**config.mk**
```make
export PLATFORM = sky130hd
export DESIGN_NAME = radix_digit_converter_unit
export DESIGN_NICKNAME = d
export VERILOG_FILES = /design/src/rtl/rdc_pkg.sv /design/src/rtl/rdc_ram.sv /design/src/rtl/rdc_divider.sv /design/src/rtl/radix_digit_converter_unit.sv
export SDC_FILE = /design/constraint.sdc
export NUM_CORES = 1
export LEC_CHECK = 0
export ABC_AREA = 1
export BUFFER_PORTS_ARGS = -buffer_cell sky130_fd_sc_hd__buf_2
export CAP_MARGIN = 40
export CORE_MARGIN = 5
export CORE_UTILIZATION = 35
export CTS_CLUSTER_DIAMETER = 100
export DETAILED_ROUTE_END_ITERATION = 10
export HOLD_SLACK_MARGIN = 0.03
export PLACE_DENSITY = 0.62
export REMOVE_ABC_BUFFERS = 1
export SLEW_MARGIN = 20
export SYNTH_ARGS = -nofsm -noshare
export SYNTH_HDL_FRONTEND = slang
export SYNTH_SLANG_ARGS = --single-unit
export TNS_END_PERCENT = 1
```
**constraint.sdc**
```tcl
create_clock -name clk -period 5.4 [get_ports clk]
set_clock_uncertainty 0.2 [all_clocks]
set_input_delay 1.08 -clock clk [delete_from_list [all_inputs] [get_ports clk]]
set_output_delay 1.08 -clock clk [all_outputs]
set_load 0.01 [all_outputs]
```
**src/rtl/rdc_pkg.sv**
```systemverilog
// Shared types and constants for the radix digit converter.
package rdc_pkg;

  localparam int DATA_W      = 64;
  localparam int RADIX_W     = 5;
  localparam int CHAR_W      = 8;
  localparam int COUNT_W     = 7;
  localparam int DIGIT_W     = 4;
  localparam int NIB_W       = 4;
  localparam int STEPS       = DATA_W / NIB_W;
  localparam int STEP_W      = $clog2(STEPS);
  localparam int CFG_INDEX_W = 2;

  localparam int DEF_MAX_DIGITS = 64;
  localparam int MAX_RADIX      = 16;

  localparam logic [RADIX_W-1:0] RADIX_RESET  = 5'd10;
  localparam logic [DATA_W-1:0]  DIGITS_LO_RESET = 64'h3736353433323130;
  localparam logic [DATA_W-1:0]  DIGITS_HI_RESET = 64'h6665646362613938;

  localparam logic [CFG_INDEX_W-1:0] CFG_RADIX     = 2'd0;
  localparam logic [CFG_INDEX_W-1:0] CFG_DIGITS_LO = 2'd1;
  localparam logic [CFG_INDEX_W-1:0] CFG_DIGITS_HI = 2'd2;

  typedef struct packed {
    logic               done;
    logic               busy;
    logic               quot_zero;
    logic [DIGIT_W-1:0] rem;
  } div_stat_t;

endpackage

```
**src/rtl/rdc_ram.sv**
```systemverilog
// Generic single-write, single-read RAM with registered read data.
module rdc_ram #(
  parameter int WIDTH = 4,
  parameter int DEPTH = 64
) (
  input  logic                     clk,
  input  logic                     we,
  input  logic [$clog2(DEPTH)-1:0] waddr,
  input  logic [WIDTH-1:0]         wdata,
  input  logic                     re,
  input  logic [$clog2(DEPTH)-1:0] raddr,
  output logic [WIDTH-1:0]         rdata
);

  logic [WIDTH-1:0] mem [DEPTH];

  always_ff @(posedge clk) begin
    if (we) begin
      mem[waddr] <= wdata;
    end
    if (re) begin
      rdata <= mem[raddr];
    end
  end

endmodule

```
**src/rtl/rdc_divider.sv**
```systemverilog
// Nibble-serial divider: 64-bit dividend by a small radix, four bits per cycle.
module rdc_divider
  import rdc_pkg::*;
(
  input  logic               clk,
  input  logic               rst,
  input  logic               start,
  input  logic [DATA_W-1:0]  din,
  input  logic [RADIX_W-1:0] radix,
  output div_stat_t          stat,
  output logic [DATA_W-1:0]  quot
);

  logic [DIGIT_W-1:0] rem;
  logic [STEP_W-1:0]  step_cnt;
  logic               busy;
  logic               done;
  logic               nonzero;
  logic [NIB_W-1:0]   nib;
  logic [NIB_W-1:0]   qnib;
  logic [DIGIT_W-1:0] rem_next;

  assign nib = quot[DATA_W-1 -: NIB_W];

  // restoring division over one nibble, remainder stays below radix
  always_comb begin
    logic [DIGIT_W:0] t;
    logic [DIGIT_W-1:0] r;
    r    = rem;
    qnib = '0;
    for (int i = NIB_W - 1; i >= 0; i--) begin
      t = {r, nib[i]};
      if (t >= radix) begin
        t       = t - radix;
        qnib[i] = 1'b1;
      end
      r = t[DIGIT_W-1:0];
    end
    rem_next = r;
  end

  always_ff @(posedge clk) begin
    if (rst) begin
      busy <= 1'b0;
      done <= 1'b0;
    end else begin
      done <= 1'b0;
      if (start) begin
        busy <= 1'b1;
      end else if (busy && step_cnt == STEP_W'(STEPS - 1)) begin
        busy <= 1'b0;
        done <= 1'b1;
      end
    end
  end

  always_ff @(posedge clk) begin
    if (start) begin
      quot     <= din;
      rem      <= '0;
      step_cnt <= '0;
      nonzero  <= 1'b0;
    end else if (busy) begin
      quot     <= {quot[DATA_W-NIB_W-1:0], qnib};
      rem      <= rem_next;
      nonzero  <= nonzero | (qnib != '0);
      step_cnt <= step_cnt + 1'b1;
    end
  end

  assign stat.done      = done;
  assign stat.busy      = busy;
  assign stat.quot_zero = !nonzero;
  assign stat.rem       = rem;

endmodule

```
**src/rtl/radix_digit_converter_unit.sv**
```systemverilog
// Top level of the radix digit converter: control, registers, digit store and output beat.
//
//   channel | direction | handshake                | payload
//   input   | in        | in_valid / in_ready      | value[63:0]
//   output  | out       | out_valid / out_ready    | digit_char, last_digit, digit_count
//   config  | in        | cfg_write                | cfg_index, cfg_data
//
// Each digit: 16 steps in the nibble-serial divider, then a store write of its remainder.
// Each character then needs a store read and an output load.
// One value at a time; in_ready is high only while idle: no division, all store reads issued.
// A stalled output beat holds the readout; the next value may enter while the last beat waits.
// Reset is synchronous and clears control state; the digit store needs no clearing.
module radix_digit_converter_unit
  import rdc_pkg::*;
#(
  parameter int MAX_DIGITS = DEF_MAX_DIGITS
) (
  input  logic                   clk,
  input  logic                   rst,
  input  logic                   in_valid,
  output logic                   in_ready,
  input  logic [DATA_W-1:0]      value,
  output logic                   out_valid,
  input  logic                   out_ready,
  output logic [CHAR_W-1:0]      digit_char,
  output logic                   last_digit,
  output logic [COUNT_W-1:0]     digit_count,
  input  logic                   cfg_write,
  input  logic [CFG_INDEX_W-1:0] cfg_index,
  input  logic [DATA_W-1:0]      cfg_data
);

  localparam int AW    = $clog2(MAX_DIGITS);
  localparam int CNT_W = $clog2(MAX_DIGITS + 1);

  localparam logic [1:0] S_IDLE = 2'd0;
  localparam logic [1:0] S_DIV  = 2'd1;
  localparam logic [1:0] S_EMIT = 2'd2;

  logic [1:0]         state;
  logic [RADIX_W-1:0] radix;
  logic [DATA_W-1:0]  digits_lo;
  logic [DATA_W-1:0]  digits_hi;
  logic [CNT_W-1:0]   n;
  logic [AW-1:0]      pos;
  logic               rd_pend;
  logic               pend_last;
  logic [CNT_W-1:0]   pend_count;

  div_stat_t          stat;
  logic [DATA_W-1:0]  quot;
  logic               div_start;
  logic               finish;
  logic               store_we;
  logic               issue;
  logic               in_beat;
  logic [DIGIT_W-1:0] rdata;

  function automatic logic [RADIX_W-1:0] clamp_radix(input logic [RADIX_W-1:0] r);
    if (r < RADIX_W'(2)) begin
      return RADIX_W'(2);
    end
    if (r > RADIX_W'(MAX_RADIX)) begin
      return RADIX_W'(MAX_RADIX);
    end
    return r;
  endfunction

  function automatic logic [CHAR_W-1:0] char_of(input logic [DIGIT_W-1:0] idx,
                                                input logic [2*DATA_W-1:0] alpha);
    return alpha[idx*CHAR_W +: CHAR_W];
  endfunction

  assign in_ready  = (state == S_IDLE);
  assign in_beat   = in_valid && in_ready;
  assign store_we  = (state == S_DIV) && stat.done;
  assign finish    = stat.quot_zero || (n == CNT_W'(MAX_DIGITS - 1));
  assign div_start = in_beat || (store_we && !finish);
  assign issue     = (state == S_EMIT) && !rd_pend && (!out_valid || out_ready);

  rdc_divider u_div (
    .clk   (clk),
    .rst   (rst),
    .start (div_start),
    .din   ((state == S_IDLE) ? value : quot),
    .radix (radix),
    .stat  (stat),
    .quot  (quot)
  );

  rdc_ram #(
    .WIDTH (DIGIT_W),
    .DEPTH (MAX_DIGITS)
  ) u_store (
    .clk   (clk),
    .we    (store_we),
    .waddr (n[AW-1:0]),
    .wdata (stat.rem),
    .re    (issue),
    .raddr (pos),
    .rdata (rdata)
  );

  // config registers
  always_ff @(posedge clk) begin
    if (rst) begin
      radix     <= RADIX_RESET;
      digits_lo <= DIGITS_LO_RESET;
      digits_hi <= DIGITS_HI_RESET;
    end else if (cfg_write) begin
      case (cfg_index)
        CFG_RADIX:     radix     <= clamp_radix(cfg_data[RADIX_W-1:0]);
        CFG_DIGITS_LO: digits_lo <= cfg_data;
        CFG_DIGITS_HI: digits_hi <= cfg_data;
        default:       ;
      endcase
    end
  end

  // sequencer
  always_ff @(posedge clk) begin
    if (rst) begin
      state   <= S_IDLE;
      n       <= '0;
      rd_pend <= 1'b0;
    end else begin
      rd_pend <= issue;
      case (state)
        S_IDLE: begin
          if (in_beat) begin
            n     <= '0;
            state <= S_DIV;
          end
        end
        S_DIV: begin
          if (stat.done) begin
            n <= n + 1'b1;
            if (finish) begin
              pos   <= n[AW-1:0];
              state <= S_EMIT;
            end
          end
        end
        S_EMIT: begin
          if (issue) begin
            pend_last  <= (pos == '0);
            pend_count <= n;
            if (pos == '0) begin
              state <= S_IDLE;
            end else begin
              pos <= pos - 1'b1;
            end
          end
        end
        default: state <= S_IDLE;
      endcase
    end
  end

  // output beat register
  always_ff @(posedge clk) begin
    if (rst) begin
      out_valid <= 1'b0;
    end else if (rd_pend) begin
      out_valid <= 1'b1;
    end else if (out_ready) begin
      out_valid <= 1'b0;
    end
  end

  always_ff @(posedge clk) begin
    if (rd_pend) begin
      digit_char  <= char_of(rdata, {digits_hi, digits_lo});
      last_digit  <= pend_last;
      digit_count <= COUNT_W'(pend_count);
    end
  end

  a_load_slot_free: assert property (@(posedge clk) disable iff (rst)
    rd_pend |-> !out_valid) else $error("store read lands on a full output beat");

  a_done_in_div: assert property (@(posedge clk) disable iff (rst)
    stat.done |-> state == S_DIV) else $error("divider done outside division");

  a_digit_bound: assert property (@(posedge clk) disable iff (rst)
    state == S_DIV |-> n < CNT_W'(MAX_DIGITS)) else $error("digit count past store depth");

  a_idle_not_busy: assert property (@(posedge clk) disable iff (rst)
    in_ready |-> !stat.busy) else $error("input ready while divider busy");

endmodule

```
==> reports/qor.yml, run 1 <==
status: "finished clean"
synthFlopType: "edfxtp_1"
cts_made_buffers: 53
die_h_um: 260
start_util_pct: 35.4
grt_max_degree: 89
placed_cell_area_um2: 23500
syn_inst: 2234
routedWlPerCell_um: 17.4
timing.fmax_mhz: 197
cts_tree: "yes"
irDropWorstVdd_mv: 0.370
die_area_um2: 67700
routed_via_density: 5.06
grt_pass1_wl_um: 88800
synth_top_cell_by_area: "edfxtp_1"
slew_headroom_pct: 42.9
yosys_register_bits: 509
nets: 2522
path_class: "flip-flop to flip-flop"
finalHoldViolations: 0
crit_path_max_incr_delay_ps: 420
cp.arrival_ps: 5370
rows: 91
slew_violations: 0
yosys-top-cells-area: "edfxtp_1 (49%), dfxtp_1 (14%), nand2_1 (7.7%)"
required_ps: 5690
gp_congestion: 0.847
netlist_area_um2: 21900
fin_tns_setup_ps: 0
crit_path_frequent_cell: "nand2_1"
seqPwrFrac_pct: 43.9
placed_cells: 3131
drive_above_1_share_pct: 13.7
synth-async-reset-ratio_pct: 0
fin_cells: 3244
p_int_mw: 7.54
maxCapViolCount: 0
antenna_found_initial: 3
gr-usage-all-layers_pct: 16.2
setup-violations-final: 0
yosys_warnings: 0
endpoint_kind: "flip-flop"
dr.first_iter.drc_count: 1273
cp_slowest_cell: "edfxtp_1"
min_path_cells: 0
cts-root-buf: "clkbuf_16"
synthToLayoutAreaGrowth_pct: 16.0
swShare_pct: 28.9
yosys.cell_types.count: 41
ios: 153
power_mw: 10.6
core_um2: 61800
yosysTopAreaCellShare_pct: 48.6
drt-total-wl_um: 56500
clk_pin_slew_ps: 60
hpwl_um: 35500
drtAntennaViolNets: 0
final_area_um2: 25400
clockBufferDepth: 3
io_buffers: 152
syn_avg_cell_area_um2: 9.80
whs_ps: 214
comb_power_share_pct: 23.1
die_w_um: 260
ys_seq_area_share_pct: 62.7
crit_path_start_kind: "flip-flop"
drtPass1Iterations: 5
rr_worst_depth: 33
synthMostInstantiatedCell: "nand2_1"
clkLatencyLatePin_ps: 620
critPathMaxFanout: 6
synth_edf_count: 354
min_path_type: "flip-flop to flip-flop"
grt-ovfl-total: 0
htreeDepth: 2
period_needed_ps: 5090
power_density_nw_per_um2: 417
netlist_top_cells_count: "nand2_1 (450), nor2_1 (355), edfxtp_1 (354), o21ai_0 (176), dfxtp_1 (155)"
finalCritPeriodShare_pct: 94.2
vias: 16400
worstMarginPinSlew_ps: 857
cts.sinks: 509
pwr-share-clk_pct: 33.0
route.detailed.drc: 0
grt_pass1_vias: 16400
p_leak_nw: 9.84
p_switching_mw: 3.07
[state kept, by name, indices dropped and copies added (netlist names), 2 cells and up]
register / flops
u_store.mem: 256
pend_count: 7
u_div.quot: 64
pos: 6
digit_count: 7
digits_hi: 64
u_div.rem: 4
state: 2
radix: 5
u_store.rdata: 4
digits_lo: 64
n: 7
u_div.step_cnt: 4
digit_char: 8
[layer usage]
layer / part of all wire [%] / wire [um] / vias up / GRT usage (%)
li1: - / - / 7946 / -
met1: 43 / 24100 / 7893 / 21.2
met2: 48 / 26900 / 470 / 27.3
met3: 6.9 / 3910 / 105 / 3.09
met4: 2.7 / 1500 / 4 / 5.18
met5: 0.048 / 27 / - / 0
[critical path: cells and delay by family, from the launching register on]
kind / cells / cell delay [ps]
AO/OA/AOI/OAI: 3 / 530
XOR/XNOR: 1 / 150
adder cells (fa/ha/maj): 5 / 1340
buffers and inverters: 7 / 540
flip-flops: 1 / 420
AND/OR/NAND/NOR: 17 / 1770
[power groups by stage]
stage	combinational [mW]	clock [mW]	sequential, mW
3_3_place_gp	2.07	0	4.73
3_5_place_dp	2.14	0	4.73
5_1_grt	2.79	3.75	4.67
4_1_cts	2.18	3.59	4.65
2_1_floorplan	1.35	0	4.81
6_report	2.45	3.50	4.65
[layout by cell type, fill, tap and decap left out, types with 17 or more instances in the layout]
cell       netlist  layout
nand3_1        118     115
inv_1           95      92
buf_2           35     154
dfxtp_1        155     151
nor2_1         355     354
buf_4            7      43
edfxtp_1       354     354
clkbuf_16        0      53
ha_1            24      18
a21oi_1         91      87
o211ai_1        83      83
o22ai_1         17      17
o21ai_0        176     174
mux2i_1         33      33
nand2_1        450     449
o21ai_1         76      77
[layout make-up]
class,instances,area [um2]
Fill cell,5990,36400
Multi-Input combinational cell,1482,7310
Clock buffer,71,1450
Tap cell,837,1050
Timing Repair Buffer,203,1220
Inverter,110,415
Sequential cell,509,13700
Clock inverter,27,206
Antenna cell,5,12.5
[what timing repair did]
action | in CTS | in global routing
gates resized for setup | 2 | 22
hold endpoints to repair | 0 | 0
hold buffers | 0 | 0
pin swaps | 0 | 8
endpoints found under the setup margin | 4 | 6
buffers inserted | 0 | 6
[final timing paths]
check	to	from	slack (ps)
max	u_div.rem[2]$_SDFFE_PN0P_	u_div.quot[63]$_DFFE_PP_	310
min	last_digit$_DFFE_PP_	pend_last$_DFFE_PP_	210
min reg2reg	last_digit$_DFFE_PP_	pend_last$_DFFE_PP_	210
max reg2reg	u_div.rem[2]$_SDFFE_PN0P_	u_div.quot[63]$_DFFE_PP_	310
[logic make-up (layout without fill, tap and decap cells)]
| logic type | Yosys count | in the layout | synth area share, % |
|---|---|---|---|
| AO/OA/AOI/OAI | 454 | 454 | 11.5 |
| other | 0 | 5 | 0 |
| multiplexers | 33 | 33 | 1.51 |
| buffers and inverters | 243 | 411 | 4.52 |
| XOR/XNOR | 10 | 10 | 0.400 |
| AND/OR/NAND/NOR | 957 | 957 | 17.6 |
| flip-flops | 509 | 509 | 62.7 |
| adder cells (fa/ha/maj) | 28 | 28 | 1.74 |
[stage by stage]
stage / worst slack (ps) / util (%)
floorplan: -327 / -
global placement: 92.3 / 37.9
detailed placement: -92.1 / 38.0
CTS: 75.6 / 40.6
global route: -106 / 41.1
finish: 314 / 41.1
(Power assumes the default switching activity.)
==> run 2, diff against run 1 <==
Settings changed: PLACE_DENSITY 0.62 to 0.6.
Clock period 5.4 ns to 5.9 ns, I/O delays scaled along.
==> reports/qor.yml, run 2 (synthesis results as in run 1) <==
status: "finished clean"  # unchanged
grt_max_degree: 80  # was 89
min-delay-start: "pend_count[4]$_DFFE_PP_"  # was pend_last$_DFFE_PP_
grt_setup_unrepaired: "no"
core_um2: 61800  # unchanged
clkLatencyLatePin_ps: 610  # was 620 ps
top_register: "u_store.mem"  # unchanged
clockBufferDepth: 3  # unchanged
grt-ovfl-total: 0  # unchanged
reg2reg_slack_ps: 550  # was 310 ps
drtAntennaViolNets: 0  # unchanged
min_path_cells: 0  # unchanged
grt_use_met2_pct: 27.2  # was 27.3%
use_met3_pct: 3.29  # was 3.09%
period_needed_ps: 5350  # was 5090 ps
crit_path_start_kind: "flip-flop"  # unchanged
cp_slowest_cell: "ha_1"  # was edfxtp_1
pre_cts_ws_ps: 18.3  # was -92.1 ps
timing.fmax_mhz: 187  # was 197 MHz
r2r_start: "radix[2]$_SDFFE_PP0P_"  # was u_div.quot[63]$_DFFE_PP_
cp.arrival_ps: 5620  # was 5370 ps
finalCritPeriodShare_pct: 90.7  # was 94.2%
route.detailed.drc: 0  # unchanged
fin_ws_ps: 549  # was 314 ps
fin_cells: 3233  # was 3,244
drtPass1Iterations: 7  # was 5
placed_cells: 3126  # was 3,131
start_util_pct: 35.4  # unchanged
p_leak_nw: 9.79  # was 9.84 nW
rows: 91  # unchanged
path_class: "flip-flop to flip-flop"  # unchanged
antenna_found_initial: 2  # was 3
crit_path_max_incr_delay_ps: 370  # was 420 ps
nets: 2512  # was 2,522
cts.sinks: 509  # unchanged
grt_busiest_layer: "met2"  # unchanged
synthToLayoutAreaGrowth_pct: 15.4  # was 16.0%
worstMarginPinSlew_ps: 850  # was 857 ps
irDropWorstVdd_mv: 0.395  # was 0.370 mV
ios: 153  # unchanged
drt-total-wl_um: 56800  # was 56,500 um
met1_usage_pct: 21.9  # was 21.2%
grt_pass1_wl_um: 89100  # was 88,800 um
gp_congestion: 0.841  # was 0.847
setup-violations-final: 0  # unchanged
gr-usage-all-layers_pct: 16.3  # was 16.2%
finalHoldViolations: 0  # unchanged
io_buffers: 152  # unchanged
vias: 16400  # about the same
r2r_end: "u_div.nonzero$_SDFFE_PN0P_"  # was u_div.rem[2]$_SDFFE_PN0P_
crit_path_frequent_cell: "nand2_1"  # unchanged
routedWlPerCell_um: 17.6  # was 17.4 um
cts-root-buf: "clkbuf_16"  # unchanged
grt_pass1_vias: 16100  # was 16,400
rr_worst_depth: 35  # was 33
fin_tns_setup_ps: 0  # unchanged
htreeDepth: 2  # unchanged
die_area_um2: 67700  # unchanged
drive_above_1_share_pct: 12.9  # was 13.7%
slew_headroom_pct: 43.2  # was 42.9%
cts_made_buffers: 54  # was 53
power_density_nw_per_um2: 380  # was 417 nW/um2
dr.first_iter.drc_count: 1641  # was 1,273
final_cell_mix: "nand2_1 (450), nor2_1 (354), edfxtp_1 (354)"  # was nand2_1 (449), nor2_1 (354), edfxtp_1 (354)
min_path_type: "flip-flop to flip-flop"  # unchanged
clk_pin_slew_ps: 60  # about the same
critPathMaxFanout: 9  # was 6
die_h_um: 260  # unchanged
endpoint_kind: "flip-flop"  # unchanged
slew_violations: 0  # unchanged
cts_hold_buf: 0  # unchanged
largest_register_ffs: 256  # unchanged
die_w_um: 260  # unchanged
final_common_cell: "nand2_1"  # unchanged
power_mw: 9.61  # was 10.6 mW
routed_via_density: 5.09  # was 5.06
cts_tree: "yes"  # unchanged
hpwl_um: 35800  # was 35,500 um
hold_path_end: "digit_count[4]$_DFFE_PP_"  # was last_digit$_DFFE_PP_
maxCapViolCount: 0  # unchanged
required_ps: 6170  # was 5690 ps
final_util_pct: 40.9  # was 41.1%
## run 2: cell types whose count changed in the layout (fill, tap and decap cells not counted), moves of 3 or more
| cell | previous run | this run |
|---|---|---|
| buf_4 | 43 | 32 |
| ha_1 | 18 | 24 |
| ha_4 | 6 | 0 |
| clkinvlp_4 | 0 | 4 |
| diode_2 | 5 | 1 |
| a21oi_2 | 4 | 1 |
| clkbuf_1 | 11 | 14 |
## run 2: worst max path at each step
stage / start / end / slack, ps / depth (start not counted)
6_report: radix[2]$_SDFFE_PP0P_ / u_div.nonzero$_SDFFE_PN0P_ / 550 / 35
5_1_grt: radix[2]$_SDFFE_PP0P_ / u_div.nonzero$_SDFFE_PN0P_ / 30 / 34
4_1_cts: radix[2]$_SDFFE_PP0P_ / u_div.nonzero$_SDFFE_PN0P_ / 5 / 32
3_5_place_dp: radix[2]$_SDFFE_PP0P_ / u_div.nonzero$_SDFFE_PN0P_ / 20 / 32
3_3_place_gp: radix[2]$_SDFFE_PP0P_ / u_div.nonzero$_SDFFE_PN0P_ / 220 / 30
2_1_floorplan: u_div.rem[1]$_SDFFE_PN0P_ / u_div.nonzero$_SDFFE_PN0P_ / 170 / 29
## run 2: area by class of cell
class	count	area, um2
multi-input cells	1482	7210
clock inverters	27	210
flip-flops and latches	509	13700
inverters	110	415
fillers	5996	36600
diodes	1	2.50
well taps	837	1050
clock buffers	75	1510
repair buffers	192	1140
## run 2: repair_timing
action	CTS	global route
gates resized for setup	0	8
buffers inserted	0	3
endpoints found under the hold margin	0	0
setup endpoints to repair	0	6
## run 2: per-layer routing
layer | vias up | share of wire, % | routed length [um]
li1 | 7931 | - | -
met1 | 7892 | 44 | 24800
met2 | 536 | 47 | 26900
met3 | 81 | 6.8 | 3830
met4 | 4 | 2.2 | 1250
met5 | - | 0.048 | 27
## run 2: worst max-delay path, delay by kind of cell (launching register included)
kind | cells | cell delay [ps]
fa+ha+maj | 4 | 1360
flops | 1 | 330
compound gates | 4 | 560
simple gates | 23 | 2300
buf+inv | 4 | 460
## run 2: per-stage QoR
| step | hold slack, ps | cell area, um2 |
|---|---|---|
| floorplan | 200 | 21300 |
| global placement | 202 | 23400 |
| detailed placement | 205 | 23500 |
| CTS | 210 | 25200 |
| global route | 230 | 25300 |
| finish | 213 | 25300 |
## run 2: power by group
group | leakage, nW | total, mW | switching (mW) | internal, mW
sequential | 4.59 | 4.26 | 0.0777 | 4.18
combinational | 4.36 | 2.05 | 1.31 | 0.743
clock | 0.844 | 3.30 | 1.42 | 1.88
total | 9.79 | 9.61 | 2.80 | 6.81
